==> config.mk <==
export PLATFORM = sky130hd
export DESIGN_NAME = reader_writer_lock_manager_core
export DESIGN_NICKNAME = d
export VERILOG_FILES = /design/src/hdl/rwl_pkg.sv /design/src/hdl/rwl_front.sv /design/src/hdl/rwl_fifo.sv /design/src/hdl/rwl_back.sv /design/src/hdl/reader_writer_lock_manager_core.sv
export SDC_FILE = /design/constraint.sdc
export NUM_CORES = 1
export LEC_CHECK = 0
export BUFFER_PORTS_ARGS = -buffer_cell sky130_fd_sc_hd__buf_2
export CORE_AREA = 2 2 172 174
export CTS_CLUSTER_DIAMETER = 120
export DETAILED_ROUTE_END_ITERATION = 7
export DIE_AREA = 0 0 174 176
export GPL_TIMING_DRIVEN = 0
export PLACE_DENSITY = 0.73
export SYNTH_ARGS = -nofsm -noshare
export SYNTH_HDL_FRONTEND = slang
export SYNTH_HIERARCHICAL = 1
export SYNTH_SLANG_ARGS = --single-unit
==> constraint.sdc <==
create_clock -name i_clk -period 5.25 [get_ports i_clk]
set_input_delay 0.525 -clock i_clk [delete_from_list [all_inputs] [get_ports i_clk]]
set_output_delay 0.525 -clock i_clk [all_outputs]
set_load 0.01 [all_outputs]
==> src/hdl/rwl_pkg.sv <==
// Package for the reader-writer lock manager: operation and status codes,
// the classified command type and shared constants. No dependencies.
`timescale 1ns / 1ps

package rwl_pkg;

    localparam int DEF_QUEUE_DEPTH  = 16;
    localparam int DEF_TASK_ID_BITS = 8;
    localparam int REQ_FIFO_DEPTH   = 2;
    localparam int OP_BITS          = 3;
    localparam int STATUS_BITS      = 4;
    localparam int RC_BITS          = 8;

    localparam logic [RC_BITS-1:0] COUNT_MAX = '1;

    localparam logic [OP_BITS-1:0] OP_RLOCK     = 3'd0;
    localparam logic [OP_BITS-1:0] OP_TRY_RLOCK = 3'd1;
    localparam logic [OP_BITS-1:0] OP_WLOCK     = 3'd2;
    localparam logic [OP_BITS-1:0] OP_TRY_WLOCK = 3'd3;
    localparam logic [OP_BITS-1:0] OP_RUNLOCK   = 3'd4;
    localparam logic [OP_BITS-1:0] OP_WUNLOCK   = 3'd5;

    typedef enum logic [STATUS_BITS-1:0] {
        ST_GRANTED   = 4'd0,
        ST_REFUSED   = 4'd1,
        ST_QUEUED    = 4'd2,
        ST_RELEASED  = 4'd3,
        ST_WOKE      = 4'd4,
        ST_NOTLOCKED = 4'd5,
        ST_READERS   = 4'd6,
        ST_NOREADERS = 4'd7,
        ST_QFULL     = 4'd8,
        ST_COUNTFULL = 4'd9
    } t_status;

    typedef enum logic [2:0] {
        K_RLOCK,
        K_WLOCK,
        K_RUNLOCK,
        K_WUNLOCK,
        K_BAD
    } t_op_kind;

    typedef struct packed {
        t_op_kind kind;
        logic     try_op;
    } t_cmd;

endpackage

==> src/hdl/rwl_front.sv <==
// Front end: classifies the raw operation code of a request into a command.
// Depends on rwl_pkg.
`timescale 1ns / 1ps

module rwl_front
    import rwl_pkg::*;
(
    input  logic [OP_BITS-1:0] i_operation,
    output t_cmd               o_cmd
);

    always_comb begin
        o_cmd.try_op = 1'b0;
        unique case (i_operation) inside
            OP_RLOCK, OP_TRY_RLOCK: begin
                o_cmd.kind   = K_RLOCK;
                o_cmd.try_op = (i_operation == OP_TRY_RLOCK);
            end
            OP_WLOCK, OP_TRY_WLOCK: begin
                o_cmd.kind   = K_WLOCK;
                o_cmd.try_op = (i_operation == OP_TRY_WLOCK);
            end
            OP_RUNLOCK: o_cmd.kind = K_RUNLOCK;
            OP_WUNLOCK: o_cmd.kind = K_WUNLOCK;
            default:    o_cmd.kind = K_BAD;
        endcase
    end

endmodule

==> src/hdl/rwl_fifo.sv <==
// Short request queue between the front end and the back end.
// Depends on rwl_pkg for the default depth REQ_FIFO_DEPTH; generic width.
`timescale 1ns / 1ps

module rwl_fifo
    import rwl_pkg::*;
#(
    parameter int WIDTH = 8,
    parameter int DEPTH = REQ_FIFO_DEPTH
) (
    input  logic             i_clk,
    input  logic             i_rst_n,
    input  logic             i_push,
    input  logic [WIDTH-1:0] i_data,
    output logic             o_full,
    input  logic             i_pop,
    output logic             o_valid,
    output logic [WIDTH-1:0] o_data
);

    localparam int PW = (DEPTH > 1) ? $clog2(DEPTH) : 1;
    localparam int CW = $clog2(DEPTH + 1);

    logic [WIDTH-1:0] r_mem [DEPTH];
    logic [PW-1:0]    r_wr_ptr;
    logic [PW-1:0]    r_rd_ptr;
    logic [CW-1:0]    r_cnt;
    logic             do_push;
    logic             do_pop;

    assign o_full  = (r_cnt == CW'(DEPTH));
    assign o_valid = (r_cnt != '0);
    assign o_data  = r_mem[r_rd_ptr];
    assign do_push = i_push && !o_full;
    assign do_pop  = i_pop && o_valid;

    always_ff @(posedge i_clk) begin
        if (do_push) begin
            r_mem[r_wr_ptr] <= i_data;
        end
    end

    always_ff @(posedge i_clk) begin
        if (!i_rst_n) begin
            r_wr_ptr <= '0;
            r_rd_ptr <= '0;
            r_cnt    <= '0;
        end else begin
            if (do_push) begin
                r_wr_ptr <= (r_wr_ptr == PW'(DEPTH - 1)) ? '0 : r_wr_ptr + 1'b1;
            end
            if (do_pop) begin
                r_rd_ptr <= (r_rd_ptr == PW'(DEPTH - 1)) ? '0 : r_rd_ptr + 1'b1;
            end
            r_cnt <= r_cnt + CW'(do_push) - CW'(do_pop);
        end
    end

endmodule

==> src/hdl/rwl_back.sv <==
// Back end: lock state, reader and writer wait queues and the result register.
// Executes one command at a time; a write-release walks the reader queue.
// Depends on rwl_pkg.
`timescale 1ns / 1ps

module rwl_back
    import rwl_pkg::*;
#(
    parameter int QUEUE_DEPTH  = DEF_QUEUE_DEPTH,
    parameter int TASK_ID_BITS = DEF_TASK_ID_BITS
) (
    input  logic                    i_clk,
    input  logic                    i_rst_n,
    input  logic                    i_cmd_valid,
    input  t_cmd                    i_cmd,
    input  logic [TASK_ID_BITS-1:0] i_cmd_task,
    output logic                    o_cmd_pop,
    output logic                    o_out_valid,
    input  logic                    i_out_ready,
    output t_status                 o_status,
    output logic [TASK_ID_BITS-1:0] o_task_res,
    output logic                    o_as_writer,
    output logic [RC_BITS-1:0]      o_reader_count,
    output logic                    o_last
);

    localparam int QW  = $clog2(QUEUE_DEPTH);
    localparam int QW1 = QW + 1;
    localparam int CW  = $clog2(QUEUE_DEPTH + 1);

    typedef enum logic [1:0] {
        S_IDLE,
        S_EXEC,
        S_WAKE
    } t_state;

    t_state                  r_state, n_state;
    t_cmd                    r_cmd, n_cmd;
    logic [TASK_ID_BITS-1:0] r_req_task, n_req_task;
    logic                    r_writer_held, n_writer_held;
    logic [RC_BITS-1:0]      r_readers, n_readers;
    logic [QW-1:0]           r_rq_head, n_rq_head;
    logic [QW-1:0]           r_wq_head, n_wq_head;
    logic [CW-1:0]           r_rq_cnt, n_rq_cnt;
    logic [CW-1:0]           r_wq_cnt, n_wq_cnt;
    logic                    r_out_valid, n_out_valid;
    t_status                 r_status, n_status;
    logic [TASK_ID_BITS-1:0] r_task, n_task;
    logic                    r_wr, n_wr;
    logic                    r_last, n_last;

    logic [TASK_ID_BITS-1:0] rq_mem [QUEUE_DEPTH];
    logic [TASK_ID_BITS-1:0] wq_mem [QUEUE_DEPTH];
    logic [TASK_ID_BITS-1:0] r_rq_rdata;
    logic [TASK_ID_BITS-1:0] r_wq_rdata;

    logic          out_free;
    logic          rq_push, rq_pop, wq_push, wq_pop;
    logic          rq_full, wq_full;
    logic [QW1-1:0] rq_sum, wq_sum;
    logic [QW-1:0] rq_tail, wq_tail;
    logic [QW-1:0] rq_head_inc, wq_head_inc;

    assign out_free    = !r_out_valid || i_out_ready;
    assign rq_full     = (r_rq_cnt == CW'(QUEUE_DEPTH));
    assign wq_full     = (r_wq_cnt == CW'(QUEUE_DEPTH));
    assign rq_sum      = {1'b0, r_rq_head} + QW1'(r_rq_cnt);
    assign wq_sum      = {1'b0, r_wq_head} + QW1'(r_wq_cnt);
    assign rq_tail     = (rq_sum >= QW1'(QUEUE_DEPTH)) ? QW'(rq_sum - QW1'(QUEUE_DEPTH))
                                                       : QW'(rq_sum);
    assign wq_tail     = (wq_sum >= QW1'(QUEUE_DEPTH)) ? QW'(wq_sum - QW1'(QUEUE_DEPTH))
                                                       : QW'(wq_sum);
    assign rq_head_inc = (r_rq_head == QW'(QUEUE_DEPTH - 1)) ? '0 : r_rq_head + 1'b1;
    assign wq_head_inc = (r_wq_head == QW'(QUEUE_DEPTH - 1)) ? '0 : r_wq_head + 1'b1;

    assign o_cmd_pop      = (r_state == S_IDLE) && i_cmd_valid;
    assign o_out_valid    = r_out_valid;
    assign o_status       = r_status;
    assign o_task_res     = r_task;
    assign o_as_writer    = r_wr;
    assign o_reader_count = r_readers;
    assign o_last         = r_last;

    always_comb begin
        n_state       = r_state;
        n_cmd         = r_cmd;
        n_req_task    = r_req_task;
        n_writer_held = r_writer_held;
        n_readers     = r_readers;
        n_out_valid   = r_out_valid && !i_out_ready;
        n_status      = r_status;
        n_task        = r_task;
        n_wr          = r_wr;
        n_last        = r_last;
        rq_push       = 1'b0;
        rq_pop        = 1'b0;
        wq_push       = 1'b0;
        wq_pop        = 1'b0;

        unique case (r_state)
            S_IDLE: begin
                if (i_cmd_valid) begin
                    n_cmd      = i_cmd;
                    n_req_task = i_cmd_task;
                    n_state    = S_EXEC;
                end
            end
            S_EXEC: begin
                if (out_free) begin
                    n_out_valid = 1'b1;
                    n_task      = r_req_task;
                    n_wr        = 1'b0;
                    n_last      = 1'b1;
                    n_status    = ST_REFUSED;
                    n_state     = S_IDLE;
                    case (r_cmd.kind)
                        K_RLOCK: begin
                            if (!r_writer_held && r_wq_cnt == '0) begin
                                if (r_readers == COUNT_MAX) begin
                                    n_status = ST_COUNTFULL;
                                end else begin
                                    n_readers = r_readers + 1'b1;
                                    n_status  = ST_GRANTED;
                                end
                            end else if (r_cmd.try_op) begin
                                n_status = ST_REFUSED;
                            end else if (rq_full) begin
                                n_status = ST_QFULL;
                            end else begin
                                rq_push  = 1'b1;
                                n_status = ST_QUEUED;
                            end
                        end
                        K_WLOCK: begin
                            if (!r_writer_held && r_readers == '0) begin
                                n_writer_held = 1'b1;
                                n_status      = ST_GRANTED;
                                n_wr          = 1'b1;
                            end else if (r_cmd.try_op) begin
                                n_status = ST_REFUSED;
                            end else if (wq_full) begin
                                n_status = ST_QFULL;
                            end else begin
                                wq_push  = 1'b1;
                                n_status = ST_QUEUED;
                            end
                        end
                        K_RUNLOCK: begin
                            if (r_readers == '0) begin
                                n_status = ST_NOREADERS;
                            end else begin
                                n_readers = r_readers - 1'b1;
                                if (r_readers == RC_BITS'(1) && r_wq_cnt != '0) begin
                                    wq_pop        = 1'b1;
                                    n_writer_held = 1'b1;
                                    n_status      = ST_WOKE;
                                    n_task        = r_wq_rdata;
                                    n_wr          = 1'b1;
                                end else begin
                                    n_status = ST_RELEASED;
                                end
                            end
                        end
                        K_WUNLOCK: begin
                            if (!r_writer_held) begin
                                n_status = ST_NOTLOCKED;
                            end else if (r_readers != '0) begin
                                n_status = ST_READERS;
                            end else begin
                                n_writer_held = 1'b0;
                                if (r_rq_cnt != '0) begin
                                    rq_pop    = 1'b1;
                                    n_readers = r_readers + 1'b1;
                                    n_status  = ST_WOKE;
                                    n_task    = r_rq_rdata;
                                    n_last    = (r_rq_cnt == CW'(1));
                                    if (r_rq_cnt != CW'(1)) begin
                                        n_state = S_WAKE;
                                    end
                                end else if (r_wq_cnt != '0) begin
                                    wq_pop        = 1'b1;
                                    n_writer_held = 1'b1;
                                    n_status      = ST_WOKE;
                                    n_task        = r_wq_rdata;
                                    n_wr          = 1'b1;
                                end else begin
                                    n_status = ST_RELEASED;
                                end
                            end
                        end
                        default: n_status = ST_REFUSED;
                    endcase
                end
            end
            S_WAKE: begin
                if (out_free) begin
                    rq_pop      = 1'b1;
                    n_readers   = r_readers + 1'b1;
                    n_out_valid = 1'b1;
                    n_status    = ST_WOKE;
                    n_task      = r_rq_rdata;
                    n_wr        = 1'b0;
                    n_last      = (r_rq_cnt == CW'(1));
                    if (r_rq_cnt == CW'(1)) begin
                        n_state = S_IDLE;
                    end
                end
            end
            default: n_state = S_IDLE;
        endcase

        n_rq_head = rq_pop ? rq_head_inc : r_rq_head;
        n_wq_head = wq_pop ? wq_head_inc : r_wq_head;
        n_rq_cnt  = r_rq_cnt + CW'(rq_push) - CW'(rq_pop);
        n_wq_cnt  = r_wq_cnt + CW'(wq_push) - CW'(wq_pop);
    end

    always_ff @(posedge i_clk) begin
        if (rq_push) begin
            rq_mem[rq_tail] <= r_req_task;
        end
        r_rq_rdata <= rq_mem[n_rq_head];
    end

    always_ff @(posedge i_clk) begin
        if (wq_push) begin
            wq_mem[wq_tail] <= r_req_task;
        end
        r_wq_rdata <= wq_mem[n_wq_head];
    end

    always_ff @(posedge i_clk) begin
        if (!i_rst_n) begin
            r_state       <= S_IDLE;
            r_writer_held <= 1'b0;
            r_readers     <= '0;
            r_rq_head     <= '0;
            r_wq_head     <= '0;
            r_rq_cnt      <= '0;
            r_wq_cnt      <= '0;
            r_out_valid   <= 1'b0;
        end else begin
            r_state       <= n_state;
            r_writer_held <= n_writer_held;
            r_readers     <= n_readers;
            r_rq_head     <= n_rq_head;
            r_wq_head     <= n_wq_head;
            r_rq_cnt      <= n_rq_cnt;
            r_wq_cnt      <= n_wq_cnt;
            r_out_valid   <= n_out_valid;
        end
        r_cmd      <= n_cmd;
        r_req_task <= n_req_task;
        r_status   <= n_status;
        r_task     <= n_task;
        r_wr       <= n_wr;
        r_last     <= n_last;
    end

    a_excl_owner: assert property (@(posedge i_clk) disable iff (!i_rst_n)
        !(r_writer_held && r_readers != '0))
        else $error("writer and readers hold the lock together");

    a_cnt_range: assert property (@(posedge i_clk) disable iff (!i_rst_n)
        r_rq_cnt <= CW'(QUEUE_DEPTH) && r_wq_cnt <= CW'(QUEUE_DEPTH))
        else $error("wait queue count beyond depth");

    a_wait_reason: assert property (@(posedge i_clk) disable iff (!i_rst_n)
        r_rq_cnt != '0 |-> (r_writer_held || r_wq_cnt != '0 || r_readers != '0))
        else $error("readers wait with no reason");

    a_wake_nonempty: assert property (@(posedge i_clk) disable iff (!i_rst_n)
        r_state == S_WAKE |-> r_rq_cnt != '0)
        else $error("wake walk on empty reader queue");

endmodule

==> src/hdl/reader_writer_lock_manager_core.sv <==
// Reader-writer lock manager with writer preference, for one lock.
// Request channel: i_in_valid / o_in_ready with i_operation and i_task_id.
// Result channel: o_out_valid / i_out_ready with status, task, writer flag,
// reader count and a last flag on the final result of each request.
// A request is classified at the front and held in a two-entry queue; the back
// end executes it against the lock state and the two wait queues.
// Steps: an accepted request is written into the request queue, fetched by the back
// end in its idle state and executed in its exec state, which registers the result.
// The back end fetches and executes one request at a time and takes no new one until
// it has given every result of the last; a write-release that wakes N readers gives N
// results, one per cycle while the receiver is ready, walking the reader wait queue memory.
// The request queue keeps accepting while a result waits at the output, so a
// stalled receiver holds the back end but not the front until the queue fills.
// Reset (synchronous, active low) frees the lock and empties both wait queues
// at once; no clearing pass is needed. Depends on rwl_pkg, rwl_front, rwl_fifo,
// rwl_back.
`timescale 1ns / 1ps

module reader_writer_lock_manager_core
    import rwl_pkg::*;
#(
    parameter int QUEUE_DEPTH  = DEF_QUEUE_DEPTH,
    parameter int TASK_ID_BITS = DEF_TASK_ID_BITS
) (
    input  logic                    i_clk,
    input  logic                    i_rst_n,
    input  logic                    i_in_valid,
    output logic                    o_in_ready,
    input  logic [OP_BITS-1:0]      i_operation,
    input  logic [TASK_ID_BITS-1:0] i_task_id,
    output logic                    o_out_valid,
    input  logic                    i_out_ready,
    output logic [STATUS_BITS-1:0]  o_status,
    output logic [TASK_ID_BITS-1:0] o_task_res,
    output logic                    o_as_writer,
    output logic [RC_BITS-1:0]      o_reader_count,
    output logic                    o_last
);

    localparam int FW = $bits(t_cmd) + TASK_ID_BITS;

    t_cmd                    front_cmd;
    t_cmd                    back_cmd;
    logic                    fifo_full;
    logic                    fifo_valid;
    logic                    fifo_pop;
    logic [FW-1:0]           fifo_rdata;
    logic [TASK_ID_BITS-1:0] back_task;
    t_status                 back_status;

    assign o_in_ready = !fifo_full;
    assign back_cmd   = t_cmd'(fifo_rdata[FW-1:TASK_ID_BITS]);
    assign back_task  = fifo_rdata[TASK_ID_BITS-1:0];
    assign o_status   = back_status;

    rwl_front u_front (
        .i_operation (i_operation),
        .o_cmd       (front_cmd)
    );

    rwl_fifo #(
        .WIDTH (FW),
        .DEPTH (REQ_FIFO_DEPTH)
    ) u_fifo (
        .i_clk   (i_clk),
        .i_rst_n (i_rst_n),
        .i_push  (i_in_valid),
        .i_data  ({front_cmd, i_task_id}),
        .o_full  (fifo_full),
        .i_pop   (fifo_pop),
        .o_valid (fifo_valid),
        .o_data  (fifo_rdata)
    );

    rwl_back #(
        .QUEUE_DEPTH  (QUEUE_DEPTH),
        .TASK_ID_BITS (TASK_ID_BITS)
    ) u_back (
        .i_clk          (i_clk),
        .i_rst_n        (i_rst_n),
        .i_cmd_valid    (fifo_valid),
        .i_cmd          (back_cmd),
        .i_cmd_task     (back_task),
        .o_cmd_pop      (fifo_pop),
        .o_out_valid    (o_out_valid),
        .i_out_ready    (i_out_ready),
        .o_status       (back_status),
        .o_task_res     (o_task_res),
        .o_as_writer    (o_as_writer),
        .o_reader_count (o_reader_count),
        .o_last         (o_last)
    );

endmodule

==> results of run 1 <==
metal layers:
| metal | vias to the layer above | share of wire | routed length [um] | GRT usage |
|---|---|---|---|---|
| met5 | - | 0 | 0 | 0 |
| met4 | 0 | 0.029 | 1051 | 0.07878 |
| met3 | 86 | 0.10 | 3704 | 0.03919 |
| met2 | 577 | 0.45 | 16570 | 0.3695 |
| met1 | 4965 | 0.42 | 15270 | 0.3522 |
| li1 | 4535 | - | - | - |
report_power, final:
| group | internal [mW] | switching (mW) |
|---|---|---|
| Combinational | 0.422 | 0.645 |
| Sequential | 3.58 | 0.348 |
| Clock | 1.79 | 1.05 |
cells in the mapped netlist (13+ instances only):
| cell type | n | area (um2) |
|---|---|---|
| ha_1 | 29 | 362.9 |
| nand2_1 | 72 | 270.3 |
| nor2_1 | 80 | 300.3 |
| clkbuf_1 | 37 | 138.9 |
| mux2i_1 | 22 | 220.2 |
| a221o_1 | 16 | 160.2 |
| mux4_2 | 24 | 540.5 |
| nand4_1 | 13 | 81.33 |
| xor2_1 | 14 | 122.6 |
| xnor2_1 | 14 | 122.6 |
| o21ai_0 | 19 | 95.09 |
| a21oi_1 | 55 | 275.3 |
| dfxtp_1 | 51 | 1021 |
| o22ai_1 | 19 | 118.9 |
| nand3_1 | 14 | 70.07 |
| inv_1 | 63 | 236.5 |
| o211ai_1 | 75 | 563.0 |
| and2_1 | 23 | 143.9 |
| edfxtp_1 | 306 | 9189 |
logic make-up after synthesis:
logic type | Yosys count
AO/OA/AOI/OAI | 260
XOR/XNOR | 28
adder cells (fa/ha/maj) | 33
buffers and inverters | 119
flip-flops | 357
multiplexers | 62
AND/OR/NAND/NOR | 274
sequential cells by signal (all words and copies together), names as in the netlist, 2 cells and up, named ones only:
register               flops
u_back/o_task_res          8
u_back/r_rq_head           4
u_back/r_rq_rdata          8
u_fifo/r_mem              24
u_back/r_req_task          8
u_back/r_wq_rdata          8
u_back/r_wq_head           4
u_back/r_state             2
u_back/r_rq_cnt            5
u_back/r_wq_cnt            5
u_fifo/r_cnt               2
u_back/o_status            4
u_back/r_cmd               4
u_back/o_reader_count      8
u_back/rq_mem            128
u_back/wq_mem            128
final timing paths:
check,slack [ps],endpoint
setup / recovery,1000,u_back/r_wq_rdata[5]
hold / removal,200,u_fifo/r_mem[0][4]
setup reg to reg,1000,u_back/r_wq_rdata[5]
hold reg to reg,500,u_fifo/r_wr_ptr
final cells by class:
class,count,area (um2)
buffer,56,265.3
clock buffer,49,1074
clock inverter,20,275.3
fill,2150,10780
inverter,63,236.5
multi-input combinational,657,4930
sequential,357,10210
tap,384,480.5
timing repair buffer,42,300.3
through the flow:
stage                     instance area, um2  instances  setup slack (ps)  power (mW)
after floorplan                        15640       1133              1936       4.461
after global placement                 16310       1555              1119       4.917
after detailed placement               16310       1555              1079       4.954
after CTS                              17660       1624              1040       7.782
after global routing                   17770       1628             739.3       8.113
final                                  17770       1628             996.5       7.827
worst reg2reg max path, cell delays in order, from the launching register on:
cell,delay (ps)
dfxtp_1,370
inv_1,170
ha_1,210
clkbuf_1,320
nor4bb_1,340
nand4_1,290
o221ai_1,620
a21boi_2,550
buf_2,330
buf_2,290
o211ai_1,170
o211ai_1,200
nand4_1,220
==> results.md, run 1 <==
- Status: completed
- Min Tclk post-route: 4254 ps
- Commonest non-fill, non-tap cell in the layout: edfxtp_1
- Cell variety after synth: 74
- Routed WL: 36600 um
- Die Area: 0.03062 mm2
- Start point of the worst hold path: i_task_id[4]
- Worst Setup Start Kind: register
- Maxcap violations: 0
- Post-synthesis mux area share: 0.06327
- Number of nets in the layout: 1263
- CTS tree: done
- CP Depth: 12
- Core Footprint: 0.02855 mm2
- Average wire per cell in the routed design: 22.48 um
- Placement Rows: 62
- Leak pwr: 6.186 nW
- Vias in the first global route: 9625
- H-tree depth: 2
- Worst-path cell chain: inv_1 -> ha_1 -> clkbuf_1 -> nor4bb_1 -> nand4_1 -> o221ai_1 -> a21boi_2 -> buf_2 -> buf_2 -> o211ai_1 -> o211ai_1 -> nand4_1
- Synth warn: 6
- All-Layer GR Usage: 0.2399
- Pre-Repair DR Iteration Count: 5
- Post-synth top flop: edfxtp_1
- Simple-Gate Fraction of Synth Area: 0.09039
- Critical path type: reg -> reg
- Yosys reg bits: 357
- Hold Path Depth: 1
- CTS Buf Count: 38
- DP Wirelength: 24190 um
- Cells after Synth: 1133
- Post-route DRC violation count: 0
- Final setup TNS: 0 ps
- Max Fclk: 235.1 MHz
- CP endpoint kind: register
- Share of layout cells above drive strength 1: 0.1383
- CP Max Fanout: 10
- CTS max path bufs: 3
- Chip Width: 174 um
- VDD IR max: 0.3082 mV
- # IOs: 39
- Initial antenna violation count: 1
- Cts repair resizes: 0
- Final ANT Viol Nets: 0
- Pins Over Slew Limit: 0
- Largest net degree at the start of global routing: 35
- Avg Cell Area, Syn: 13.81 um2
- N_diodes: 0
- Area grow syn2layout: 13.61%
- Final hold viol count: 0
- DR vias/cell: 6.243
- Syn nets: 1181
- Req. time, crit path: 5600 ps
- Critical R2R Launch: u_back/o_reader_count[0]
- Clk slew on worst S/H paths: 60 ps
- Relative slew slack: 0.09443
- CP delay by family, top: compound AO/OA/AOI/OAI gates
- Vias after detailed routing: 10160
- Setup violators final: 0
- Post-Synth Adder-Cell Area: 0.02832
- Unrepaired setup endpoints after global routing: false
- GP Congestion: 0.9863
- WP data arrival: 4600 ps
- # port buffers: 38
- Most frequent cells in the layout: 306 x edfxtp_1, 80 x nor2_1, 75 x o211ai_1, 72 x nand2_1, 63 x inv_1
- Setup repair bufs after CTS: 0
- Starting density of the core: 0.5479
- CP peak stage delay: 620 ps
- Synth Area in Compound Gates: 0.1175
- Post-synthesis xor/xnor area fraction: 0.01568
- Largest family of logic cells by synthesized area: compound AO/OA/AOI/OAI gates
- CP startpoint: u_back/o_reader_count[0]
- WHS: 201.3 ps
- Clk_skew: 16.97 ps
- CTS sink count: 357
- Hold_buf cts: 0
- Mapped Area: 0.01564 mm2
- Fin util: 0.6225
- Actual slew at the worst max-slew pin: 1358 ps
- Clk Latency, worst-skew pair: 520 ps
- R2R depth: 12
- First-pass GRT wire length: 56010 um
- CP max-delay cell: o221ai_1
- Buf+Inv Stages, Crit Path: 4
- Power Density: 440.5 mW/mm2
- Clk root buf: clkbuf_16
- Drt initial violations: 1239
- Grt ovf: 0
- Die Ht: 176 um
- Post-synth ARST share: 0
- Final period util: 0.8102
- Post-synth EDFFs: 306
- Worst hold path class: in -> reg
- Sequential element share of the synthesized area: 0.6527
Power figures use the tool's default switching activity.
==> run 2, diff against run 1 <==
PLACE_DENSITY = 0.76   (was 0.73)
clock period = 3.5 ns   (was 5.25 ns; I/O delays follow)
==> run 2 against run 1 <==
  * Count of clock-buffer cells in the layout decreased by 3
  * Global-route usage decreased by 0.061 points
  * Utilization grew 0.92 points
  * Die area is the same
  * Clock skew up 0.52 ps
  * Combinational power increased by 47%
  * Sequential power rose by 53%
  * Critical endpoint is now u_back/r_rq_rdata[3]
  * Largest cell class unchanged
==> results.md, run 2 (synthesis results as in run 1) <==
- Int Power: 8.356 mW
- Grt ovf: 0
- # IOs: 39
- Worst Setup Start Kind: register
- Sequential fraction of design power: 0.522
- Clk root buf: clkbuf_16
- Routed WL: 36420 um
- Die Area: 0.03062 mm2
- Post-Place Cells: 1555
- Drt initial violations: 1253
- Final ANT Viol Nets: 0
- Pre-Repair DR Iteration Count: 7
- DP Wirelength: 23100 um
- Maxcap violations: 0
- CP endpoint kind: register
- Largest net degree at the start of global routing: 35
- Leak pwr: 6.330 nW
- Number of nets in the layout: 1287
- Die Ht: 176 um
- Fin util: 0.6317
- CP Max Fanout: 10
- Critical path type: reg -> reg
- Final hold viol count: 0
- Hold Path Depth: 2
- CTS sink count: 357
- # port buffers: 38
- Switching part of the total: 0.2735
- Req. time, crit path: 3910 ps
- H-tree depth: 2
- Share of layout cells above drive strength 1: 0.1776
- Final setup TNS: 0 ps
- DR WL met3: 3424 um
- Status: completed
- WL met1: 15040 um
- Setup violators final: 0
- Worst hold path class: in -> reg
- GP Congestion: 0.9522
- CTS Buf Count: 38
- Vias after detailed routing: 10220
- Met2 wire length: 16770 um
- Final Instance Count excl. Fillers: 1651
- Final period util: 0.9643
- Post-Place Setup Slack: -590.9 ps
- Post-route DRC violation count: 0
- Pins Over Slew Limit: 0
- All-Layer GR Usage: 0.2393
- Area grow syn2layout: 15.29%
- Clk Latency, worst-skew pair: 540 ps
- Power Density: 637.8 mW/mm2
- Sw power: 3.145 mW
- Placement Rows: 62
- Initial antenna violation count: 0
- Relative slew slack: 0.07765
- Vias in the first global route: 9731
- First-pass GRT wire length: 56040 um
- Actual slew at the worst max-slew pin: 1384 ps
- Clk_skew: 17.49 ps
- Overall power: 11.50 mW
- Top layer in use: met4
- Core Footprint: 0.02855 mm2
- VDD IR max: 0.4196 mV
- Largest regs: u_back/rq_mem (128), u_back/wq_mem (128), u_fifo/r_mem (24)
- DR vias/cell: 6.190
- Average wire per cell in the routed design: 22.06 um
- Starting density of the core: 0.5479
- WHS: 155.8 ps
- WP data arrival: 3780 ps
- Chip Width: 174 um
- Clock Power Share: 0.342
- R2R depth: 9
- Max Fclk: 296.3 MHz
- Clk slew on worst S/H paths: 60 ps
- Worst setup margin: 125.1 ps
- DP Area: 0.01631 mm2
- Most frequent cells in the layout: 306 x edfxtp_1, 76 x nor2_1, 75 x o211ai_1, 72 x nand2_1, 61 x inv_1
- Commonest non-fill, non-tap cell in the layout: edfxtp_1
- CTS tree: done
- CTS max path bufs: 3
- Min Tclk post-route: 3375 ps
- Gate power share: 0.137
- N_diodes: 0
- Final Cell Area: 0.01803 mm2
-- run 2: final timing paths --
| check | from | endpoint | slack, ps |
|---|---|---|---|
| min reg2reg | u_fifo/r_wr_ptr | u_fifo/r_wr_ptr | 500 |
| max reg2reg | u_back/r_cmd[3] | u_back/r_rq_rdata[3] | 130 |
| max | u_back/r_cmd[3] | u_back/r_rq_rdata[3] | 130 |
| min | i_operation[2] | u_fifo/r_mem[1][8] | 160 |
-- run 2: per-layer routing --
metal  track usage  vias to the layer above
li1              -                     4574
met1        0.3442                     5008
met2        0.3667                      550
met3       0.04630                       87
met4       0.08859                        0
met5             0                        -
-- run 2: what timing repair did --
action | CTS | global route
hold endpoints to repair | 16 | 0
resized for setup | 20 | 62
setup endpoints to repair | 52 | 21
setup buffers | 4 | 17
pin swaps | 1 | 4
hold buffers | 8 | 0
-- run 2: area by class of cell --
class / count / area [um2]
plain buffers: 54 / 304.0
clock buffers: 46 / 980.9
clock inverters: 22 / 245.2
fillers: 2085 / 10520
inverters: 63 / 236.5
multi-input cells: 657 / 5115
flip-flops and latches: 357 / 10210
well taps: 384 / 480.5
repair buffers: 68 / 455.4
-- run 2: power by group through the flow --
stage / Combinational [mW] / Sequential [mW] / Clock (mW)
global placement: 1.28 / 6.07 / 0
CTS: 1.34 / 6.01 / 3.99
floorplan: 0.913 / 5.78 / 0
finish: 1.57 / 6.00 / 3.93
global route: 1.69 / 6.05 / 4.18
detailed placement: 1.30 / 6.10 / 0
-- run 2: worst max-delay path: stages, from the launching register on --
cell and delay [ps]:
edfxtp_1 490, buf_4 190, and4b_1 340, nand4_4 170
a21oi_4 290, mux2i_4 340, buf_6 240, mux4_2 580
a22o_1 290, a211o_1 310
==> run 3, diff against run 2 <==
RECOVER_POWER = 25   (was unset)
==> run 3 against run 2 <==
  * Register-to-register slack barely moved
  * Worst setup slack got worse by 6.0 ps
  * Critical path type unchanged
  * Sequential power hardly changed
  * Global-route usage unchanged
  * Utilization shrank 0.34 points
  * Routed wire length increased by 0.26%
  * Via count is essentially flat
==> results.md, run 3 (synthesis results as in run 1) <==
- WHS: 162.0 ps
- VDD IR max: 0.4179 mV
- CP Max Fanout: 10
- All-Layer GR Usage: 0.2393
- Hold Path Depth: 3
- Final ANT Viol Nets: 0
- Filler cells: 2107
- DR vias/cell: 6.191
- Max Fclk: 295.8 MHz
- Die Ht: 176 um
- CTS sink count: 357
- Req. time, crit path: 3910 ps
- CTS tree: done
- Actual slew at the worst max-slew pin: 1415 ps
- Most frequent cells in the layout: 306 x edfxtp_1, 76 x nor2_1, 75 x o211ai_1, 72 x nand2_1, 61 x inv_1
- Vias after detailed routing: 10220
- Core Footprint: 0.02855 mm2
- Overall power: 11.41 mW
- R2R depth: 9
- Pins Over Slew Limit: 0
- Final period util: 0.9660
- # port buffers: 38
- Placement Rows: 62
- Number of nets in the layout: 1287
- Clk Latency, worst-skew pair: 540 ps
- Starting density of the core: 0.5479
- Status: completed
- Leak pwr: 6.206 nW
- Post-route DRC violation count: 0
- Critical R2R Launch: u_back/r_cmd[3]
- Setup violators final: 0
- GP Congestion: 0.9522
- Multi-input logic area: 0.005081 mm2
- Worst-path cell chain: buf_4 -> and4b_1 -> nand4_4 -> a21oi_4 -> mux2i_4 -> buf_6 -> mux4_2 -> a22o_1 -> a211o_1
- Final Cell Area: 0.01793 mm2
- Share of layout cells above drive strength 1: 0.1484
- Clk root buf: clkbuf_16
- Routed WL: 36520 um
- Chip Width: 174 um
- Largest net degree at the start of global routing: 35
- Final hold viol count: 0
- Final setup TNS: 0 ps
- Vias in the first global route: 9731
- CP endpoint kind: register
- Fin util: 0.6282
- Power Density: 636.1 mW/mm2
- Pre-Repair DR Iteration Count: 7
- Reg area: 0.01021 mm2
- Drt initial violations: 1210
- DP Wirelength: 23100 um
- Reg2reg end: u_back/r_rq_rdata[3]
- CTS max path bufs: 3
- CP peak stage delay: 580 ps
- WHS Endpoint: u_fifo/r_wr_ptr
- Clk_skew: 16.67 ps
- Start point of the worst hold path: i_rst_n
- Critical path type: reg -> reg
- First-pass GRT wire length: 56040 um
- Maxcap violations: 0
- WP data arrival: 3790 ps
- R2r setup slk: 120 ps
- Commonest non-fill, non-tap cell in the layout: edfxtp_1
- H-tree depth: 2
- Largest regs: u_back/rq_mem (128), u_back/wq_mem (128), u_fifo/r_mem (24)
- CTS Buf Count: 38
- Grt ovf: 0
- Average wire per cell in the routed design: 22.12 um
- Area grow syn2layout: 14.66%
- N_diodes: 0
- Min Tclk post-route: 3381 ps
- CP max-delay cell: mux4_2
- Clk slew on worst S/H paths: 60 ps
- DP Area: 0.01631 mm2
- # IOs: 39
- Relative slew slack: 0.05643
- Die Area: 0.03062 mm2
- Initial antenna violation count: 0
- Worst Setup Start Kind: register
- Worst hold path class: in -> reg
[run 3: cell count changes in the layout (fill, tap and decap cells not counted), sizes merged]
cell	before	now
buf	78	50
clkbuf	82	110
[run 3: critical path: cells and delay by family, from the launching register on]
kind | cells | cell delay, ps
mux | 2 | 920
flops | 1 | 500
compound gates | 3 | 890
simple gates | 2 | 510
buf+inv | 2 | 420
[run 3: worst max-delay path by stage]
stage / depth (start not counted) / startpoint / slack (ps) / end
2_1_floorplan: 18 / u_back/r_wq_cnt[3] / 190 / u_back/r_rq_cnt[4]
3_3_place_gp: 12 / u_back/o_reader_count[0] / -490 / u_back/r_wq_rdata[7]
3_5_place_dp: 12 / u_back/o_reader_count[0] / -590 / u_back/r_wq_rdata[1]
4_1_cts: 12 / u_back/o_reader_count[0] / 3 / u_back/r_wq_rdata[6]
5_1_grt: 17 / u_back/o_reader_count[2] / -20 / u_back/r_wq_cnt[4]
6_report: 9 / u_back/r_cmd[3] / 120 / u_back/r_rq_rdata[3]
[run 3: power breakdown]
part	leakage (nW)	switching [mW]	internal, mW
combinational	2.42	0.913	0.569
sequential	3.19	0.614	5.38
clock	0.601	1.61	2.32
total	6.21	3.14	8.27
[run 3: metrics by stage]
step           setup WS [ps]  std cells
6_report               119.1       1651
3_5_place_dp          -590.9       1555
4_1_cts                3.236       1634
5_1_grt               -22.80       1651
3_3_place_gp          -488.1       1555
2_1_floorplan          185.6       1133
[run 3: repair_timing]
item                                    4_1_cts  5_1_grt
hold buffers                                  8        0
gates resized for setup                      20       62
endpoints found under the setup margin       52       21
hold endpoints to repair                     16        0
setup buffers                                 4       17
pin swaps                                     1        4
[run 3: layer usage]
layer / wire [um] / vias up / global-route usage
met5: 0 / - / 0
met4: 1081 / 0 / 0.08859
met3: 3259 / 85 / 0.04630
met2: 17010 / 529 / 0.3667
met1: 15170 / 5030 / 0.3442
li1: - / 4578 / -
[run 3: final cells by class]
| cell class | count | share of cell area |
|---|---|---|
| clock buffer | 46 | 0.05470 |
| buffer | 54 | 0.01653 |
| clock inverter | 22 | 0.01367 |
| inverter | 63 | 0.01319 |
| tap | 384 | 0.02679 |
| timing repair buffer | 68 | 0.02225 |
| sequential | 357 | 0.5696 |
| multi-input combinational | 657 | 0.2833 |
